**src/hw/rtl/mse_pkg.sv**
```systemverilog
`timescale 1ns / 1ps

package mse_pkg;

    localparam int DATA_WORDS = 1024;
    localparam int DM_AW      = $clog2(DATA_WORDS);
    localparam int REG_COUNT  = 32;
    localparam int RF_AW      = $clog2(REG_COUNT);
    localparam int MIDX_W     = 10;

    localparam int FIFO_DEPTH = 4;
    localparam int FIFO_AW    = $clog2(FIFO_DEPTH);

    localparam int CFG_AW      = 3;
    localparam int CFG_SEL_BIT = 2;
    localparam int S_TDATA_W   = 80;
    localparam int M_TDATA_W   = 120;
    localparam int RES_BITS    = 114;
    localparam int M_PAD_W     = M_TDATA_W - RES_BITS;

    localparam logic [31:0] DATA_BASE_RST = 32'h1000_0000;
    localparam logic [31:0] START_PC_RST  = 32'h0040_0000;

    // register select
    localparam logic REG_DATA_BASE = 1'b0;
    localparam logic REG_START_PC  = 1'b1;

    // request kind
    localparam logic KIND_PRELOAD = 1'b0;
    localparam logic KIND_EXEC    = 1'b1;

    localparam logic [RF_AW-1:0] RA_INDEX = RF_AW'(31);

    // opcodes
    localparam logic [5:0] OPC_SPECIAL = 6'h00;
    localparam logic [5:0] OPC_J       = 6'h02;
    localparam logic [5:0] OPC_JAL     = 6'h03;
    localparam logic [5:0] OPC_BEQ     = 6'h04;
    localparam logic [5:0] OPC_BNE     = 6'h05;
    localparam logic [5:0] OPC_ADDIU   = 6'h09;
    localparam logic [5:0] OPC_SLTIU   = 6'h0B;
    localparam logic [5:0] OPC_ANDI    = 6'h0C;
    localparam logic [5:0] OPC_ORI     = 6'h0D;
    localparam logic [5:0] OPC_LUI     = 6'h0F;
    localparam logic [5:0] OPC_LB      = 6'h20;
    localparam logic [5:0] OPC_LW      = 6'h23;
    localparam logic [5:0] OPC_SB      = 6'h28;
    localparam logic [5:0] OPC_SW      = 6'h2B;

    // r-type function codes
    localparam logic [5:0] FN_SLL  = 6'h00;
    localparam logic [5:0] FN_SRL  = 6'h02;
    localparam logic [5:0] FN_JR   = 6'h08;
    localparam logic [5:0] FN_ADDU = 6'h21;
    localparam logic [5:0] FN_SUBU = 6'h23;
    localparam logic [5:0] FN_AND  = 6'h24;
    localparam logic [5:0] FN_OR   = 6'h25;
    localparam logic [5:0] FN_NOR  = 6'h27;
    localparam logic [5:0] FN_SLTU = 6'h2B;

    typedef logic [FIFO_AW:0] fifo_cnt_t;
    typedef logic [FIFO_AW+1:0] fill_t;

    localparam fifo_cnt_t FIFO_FULL = fifo_cnt_t'(FIFO_DEPTH);
    localparam fifo_cnt_t FIFO_ONE  = fifo_cnt_t'(1);

    typedef struct packed {
        logic              addr_error;
        logic [31:0]       mem_value;
        logic [MIDX_W-1:0] mem_index;
        logic              mem_write;
        logic [31:0]       reg_value;
        logic [RF_AW-1:0]  reg_index;
        logic              reg_write;
        logic [31:0]       next_pc;
    } result_t;

endpackage

```
**src/hw/rtl/mse_out_fifo.sv**
```systemverilog
`timescale 1ns / 1ps

module mse_out_fifo (
    input  logic              clk,
    input  logic              rst_n,
    input  logic              push,
    input  mse_pkg::result_t  push_data,
    output logic              pop_valid,
    input  logic              pop_ready,
    output mse_pkg::result_t  pop_data,
    output mse_pkg::fifo_cnt_t level
);
    import mse_pkg::*;

    result_t            q_mem [FIFO_DEPTH];
    logic [FIFO_AW-1:0] wr_ptr_reg;
    logic [FIFO_AW-1:0] rd_ptr_reg;
    fifo_cnt_t          cnt_reg;
    fifo_cnt_t          cnt_next;
    logic               pop;

    assign pop_valid = (cnt_reg != '0);
    assign pop       = pop_valid && pop_ready;
    assign pop_data  = q_mem[rd_ptr_reg];
    assign level     = cnt_reg;

    always_comb
    begin
        case ({push, pop})
            2'b10:   cnt_next = cnt_reg + FIFO_ONE;
            2'b01:   cnt_next = cnt_reg - FIFO_ONE;
            default: cnt_next = cnt_reg;
        endcase
    end

    always_ff @(posedge clk)
    begin
        if (push)
        begin
            q_mem[wr_ptr_reg] <= push_data;
        end
    end

    always_ff @(posedge clk or negedge rst_n)
    begin
        if (!rst_n)
        begin
            wr_ptr_reg <= '0;
            rd_ptr_reg <= '0;
            cnt_reg    <= '0;
        end
        else
        begin
            if (push)
            begin
                wr_ptr_reg <= wr_ptr_reg + FIFO_AW'(1);
            end
            if (pop)
            begin
                rd_ptr_reg <= rd_ptr_reg + FIFO_AW'(1);
            end
            cnt_reg <= cnt_next;
        end
    end

`ifndef SYNTHESIS
    a_no_overflow: assert property (@(posedge clk) disable iff (!rst_n)
        push |-> ((cnt_reg != FIFO_FULL) || pop))
        else $error("result queue overflow");

    a_count_up: assert property (@(posedge clk) disable iff (!rst_n)
        (push && !pop) |=> (cnt_reg == $past(cnt_reg) + FIFO_ONE))
        else $error("result queue count lost a push");

    a_count_bound: assert property (@(posedge clk) disable iff (!rst_n)
        cnt_reg <= FIFO_FULL)
        else $error("result queue count out of range");
`endif

endmodule

```
**config.mk**
```make
export PLATFORM = sky130hd
export DESIGN_NAME = mse_out_fifo
export DESIGN_NICKNAME = d
export VERILOG_FILES = /design/src/hw/rtl/mse_pkg.sv /design/src/hw/rtl/mse_out_fifo.sv
export SDC_FILE = /design/constraint.sdc
export NUM_CORES = 1
export LEC_CHECK = 0
export BUFFER_PORTS_ARGS = -buffer_cell sky130_fd_sc_hd__clkbuf_2
export CAP_MARGIN = 20
export CORE_UTILIZATION = 55
export DETAILED_ROUTE_END_ITERATION = 16
export GPL_ROUTABILITY_DRIVEN = 0
export PLACE_DENSITY = 0.75
export SYNTH_ARGS = -nofsm -noshare
export SYNTH_HDL_FRONTEND = slang
export SYNTH_SLANG_ARGS = --single-unit
```
**constraint.sdc**
```tcl
create_clock -name clk -period 11.2 [get_ports clk]
set_input_delay 0 -clock clk [delete_from_list [all_inputs] [get_ports clk]]
set_output_delay 0 -clock clk [all_outputs]
set_load 0.05 [all_outputs]
```
* Word level (Yosys, flattened, before mapping) *
Memories as Yosys holds them, arrays and structs flattened.
Index checks and enable logic that the tools add are counted.

storage, ports and cells
  flip-flop bits (word level) = 7
  memory bits (writable) = 456
  memories kept = 1
  logic and storage cells = 16
  bits of input ports = 118

cells by class
  reductions and logical operators = 3
  mux-type cells = 3
  add/sub/neg operators = 4
  equal/unequal tests = 2

memories
  memory  depth  width  read ports  clocked after memory_dff  write ports  line                source
  q_mem   4      114    1           0                         1            mse_out_fifo.sv:15  result_t q_mem [FIFO_DEPTH];

operators by type and width
  kind                 number
  $pmux 3 s2           1
  $add 2x1->2 const B  2
  $add 3x1->3 const B  1
  $reduce_bool 3->1    1
  $sub 3x1->3 const B  1
  $eq 2x1->1 const B   1
  $eq 2x2->1 const B   1
  $mux 1               2
  $reduce_bool 2->1    1
  $logic_and 1x1->1    1

* Depth between registers and ports, before layout *
  depth in word-level cells = 4
  gate-level depth with buffers = 7

* Worst setup path after synthesis *
No wires, ideal clock.

  path kind = register to register
  start point = register wr_ptr_reg[0]
  end point = memory q_mem[0][0] (netlist bit), enable pin
  data required time = 10.714 ns
  path buffers = 0
  library setup time = 0.486 ns
  slack = 7.469 ns
  stages on the path, launching flop included = 4
  arrival time = 3.245 ns
  cells stage by stage = dfrtp_1 inv_1 ha_1 and2_1

RTL lines
  what                    line                source
  from (decl)             mse_out_fifo.sv:16  logic [FIFO_AW-1:0] wr_ptr_reg;
  from (signal assigned)  mse_out_fifo.sv:56  wr_ptr_reg <= wr_ptr_reg + FIFO_AW'(1);
  to (decl)               mse_out_fifo.sv:15

Straight into the memory's write port.

==> run_results.csv <==
group,metric,value,unit
setup_path,reg2reg_setup_slack,8550,ps
global_route,antenna_found_initial,1,
layout,multi_input_area,2780,um2
global_route,grt.total_usage,20.5,%
timing,holdWs,218,ps
synth,synth_seq_area_share,82.4,%
clock_tree,clkSinkCount,463,
floorplan,rows,63,
timing,rsz0062_at_grt,"false",
hold_path,hp-class,"in2reg",
detailed_routing,first_iter_violations,514,
synth,yosysWarningCount,0,
timing,skew,12.7,ps
timing,setup_violations,0,
floorplan,die_h,177,um
setup_path,end_kind,"primary output",
placement,port_buffers,235,
timing,fmax,0.319,GHz
global_route,grt_max_degree,73,
clock_tree,cts_tree,"yes",
setup_path,r2r-start,"wr_ptr_reg[1]",
setup_path,endpoint,"pop_data[86]",
clock_tree,numCtsBuffers,46,
pwr,ir_worst_vdd,0.227,mV
layout,fin_util,70.5,%
setup_path,arrival,3140,ps
timing,maxSlewViolCount,0,
synth,syn-num-nets,756,
setup_path,path_delay_family,"buffers and inverters",
pwr,cellLeakagePower,7.36,nW
synth,syn_inst,632,
setup_path,path_class,"reg2out",
synth,async_reset_ff_share,1.51,%
placement,hpwl,17200,um
synth,yosys.cell_count.top_type,"edfxtp_1",
detailed_routing,routed-via-count,7912,
setup_path,crit_slowest_cell,"dfrtp_4",
layout,largest_reg_flops,456,
synth,synth-main-ff-cell,"edfxtp_1",
synth,synth_commonest_cells,"edfxtp_1 (456), mux4_2 (114), buf_2 (14)",
setup_path,cp.depth,3,
clock_tree,post_cts_resize_count,0,
layout,fillCellCount,1731,
timing,tns,0,ps
synth,synthDistinctLibCells,19,
detailed_routing,ant_nets,0,
synth,ys_ff_latch,463,
global_route,overflow,0,
floorplan,die-area,31300,um2
synth,postSynthAreaPerCell,26.6,um2
synth,synthTopCellsByArea,"edfxtp_1 (81%), mux4_2 (15%), dfrtp_1 (1.0%)",
setup_path,slowest_delay,830,ps
timing,tightest_slew,1090,ps
timing,maxSlewHeadroom,27.7,%
detailed_routing,routed_via_density,5.49,
clock_tree,htreeDepth,2,
layout,nNetsFinal,1138,
floorplan,num_io_pins,236,
layout,regMostFlops,"q_mem",
setup_path,cp-startpoint,"rd_ptr_reg[0]",
floorplan,die_w,177,um
timing,hold_viol_final,0,
setup_path,crit_buf_inv,2,
job,maxCapViolations,0,
pwr,p_total,0.00620,W
clock_tree,clk_latency,530,ps
layout,syn_to_final_growth,25.2,%
clock_tree,cts_root_buf,"clkbuf_16",
synth,synth_edf_count,456,
setup_path,required,11200,ps
layout,layout-drive-gt1-share,40.5,%
floorplan,core,29900,um2
floorplan,initial_utilization,56.3,%
clock_tree,cts.reportedPaths.clkPinSlew,60,ps
setup_path,path_max_fanout,46,
setup_path,path_cells,"buf_4 -> mux4_2 -> clkbuf_2",
clock_tree,cts_buffer_depth,3,
status,status,"completed",
synth,yosysTopAreaCell,"edfxtp_1",
detailed_routing,wl_per_cell,21.7,um
pwr,pwr_density_cell,294,nW/um2
detailed_routing,drt_first_pass_iters,5,
setup_path,reg2reg_depth,4,
setup_path,reg2reg_to,"q_mem[1][96]",
synth,yosysTopAreaCellShare,81.4,%
timing,period_share,28.0,%
hold_path,hold_depth,2,
timing,period_needed,3140,ps
global_route,grt_pass1_wl,47700,um
detailed_routing,wirelength,31200,um
detailed_routing,drcViolationCount,0,
global_route,grt_pass1_vias,8618,
layout,seq_area,13900,um2
setup_path,startpoint_type,"register",
clock_tree,cts_setup_buffers,0,
synth,synth_area,16800,um2
-- stage by stage --
stage	cells	area, um2	worst slack [ps]
2_1_floorplan	632	16800	7470
3_3_place_gp	1238	18400	8500
3_5_place_dp	1238	18400	8480
4_1_cts	1440	21100	7910
5_1_grt	1441	21100	7770
6_report	1441	21100	8060
-- cells in the final DEF (no fill, tap or decap), drive strengths merged, types with 4 or more instances in the layout --
| cell type | netlist | layout |
|---|---|---|
| edfxtp | 456 | 456 |
| clkbuf | 5 | 298 |
| dlygate4sd3 | 0 | 118 |
| mux4 | 114 | 114 |
| clkinv | 0 | 17 |
| buf | 21 | 7 |
| dfrtp | 7 | 7 |
| inv | 6 | 6 |
| ha | 5 | 5 |
| and2 | 4 | 4 |
| xor2 | 4 | 4 |
| bufinv | 0 | 4 |
-- where the power goes --
part	internal, W	total [W]	switching [W]
Clock	0.000900	0.00150	0.000597
Combinational	0.000675	0.00227	0.00159
Sequential	0.00227	0.00243	0.000162
Total	0.00385	0.00620	0.00235
-- final cells by class --
type	instances	share of cell area (%)
Sequential cell	463	65.9
Clock buffer	63	6.16
Tap cell	390	2.32
Timing Repair Buffer	360	11.4
Antenna cell	1	0.0119
Multi-Input combinational cell	137	13.2
Inverter	6	0.107
Clock inverter	21	0.920
-- worst min-delay path by stage --
stage / from / end / slack [ps]
2_1_floorplan: rst_n / level[0] / -300
3_3_place_gp: rst_n / level[0] / -150
3_5_place_dp: rst_n / level[0] / -140
4_1_cts: push_data[27] / q_mem[0][27] / 200
5_1_grt: push_data[17] / q_mem[2][17] / 210
6_report: push_data[62] / q_mem[3][62] / 220
-- repair_timing --
| action | in CTS | in global routing |
|---|---|---|
| hold buffers | 118 | 0 |
| endpoints found under the hold margin | 467 | 0 |
| endpoints found under the setup margin | 0 | 0 |
-- per-layer routing --
layer | vias up | share of wire, % | global-route usage [%] | routed length (um)
li1 | 3509 | - | - | -
met1 | 4075 | 40 | 26.9 | 12600
met2 | 275 | 51 | 34.8 | 15800
met3 | 53 | 6.6 | 4.51 | 2060
met4 | 0 | 2.3 | 6.03 | 720
met5 | - | 0 | 0 | 0
-- cells by family (layout without fill, tap and decap cells) --
| family | after synthesis | in the layout | share of synthesized area, % |
|---|---|---|---|
| buffers and inverters | 32 | 450 | 1.11 |
| and+or+nand+nor | 8 | 8 | 0.253 |
| AOI/OAI and AO/OA | 2 | 2 | 0.0818 |
| other | 0 | 1 | 0 |
| adders and majority gates | 6 | 6 | 0.491 |
| DFF | 463 | 463 | 82.4 |
| xor gates and xnor gates | 6 | 6 | 0.312 |
| muxes | 115 | 115 | 15.3 |
No activity file was read; power rests on OpenSTA's default activity.
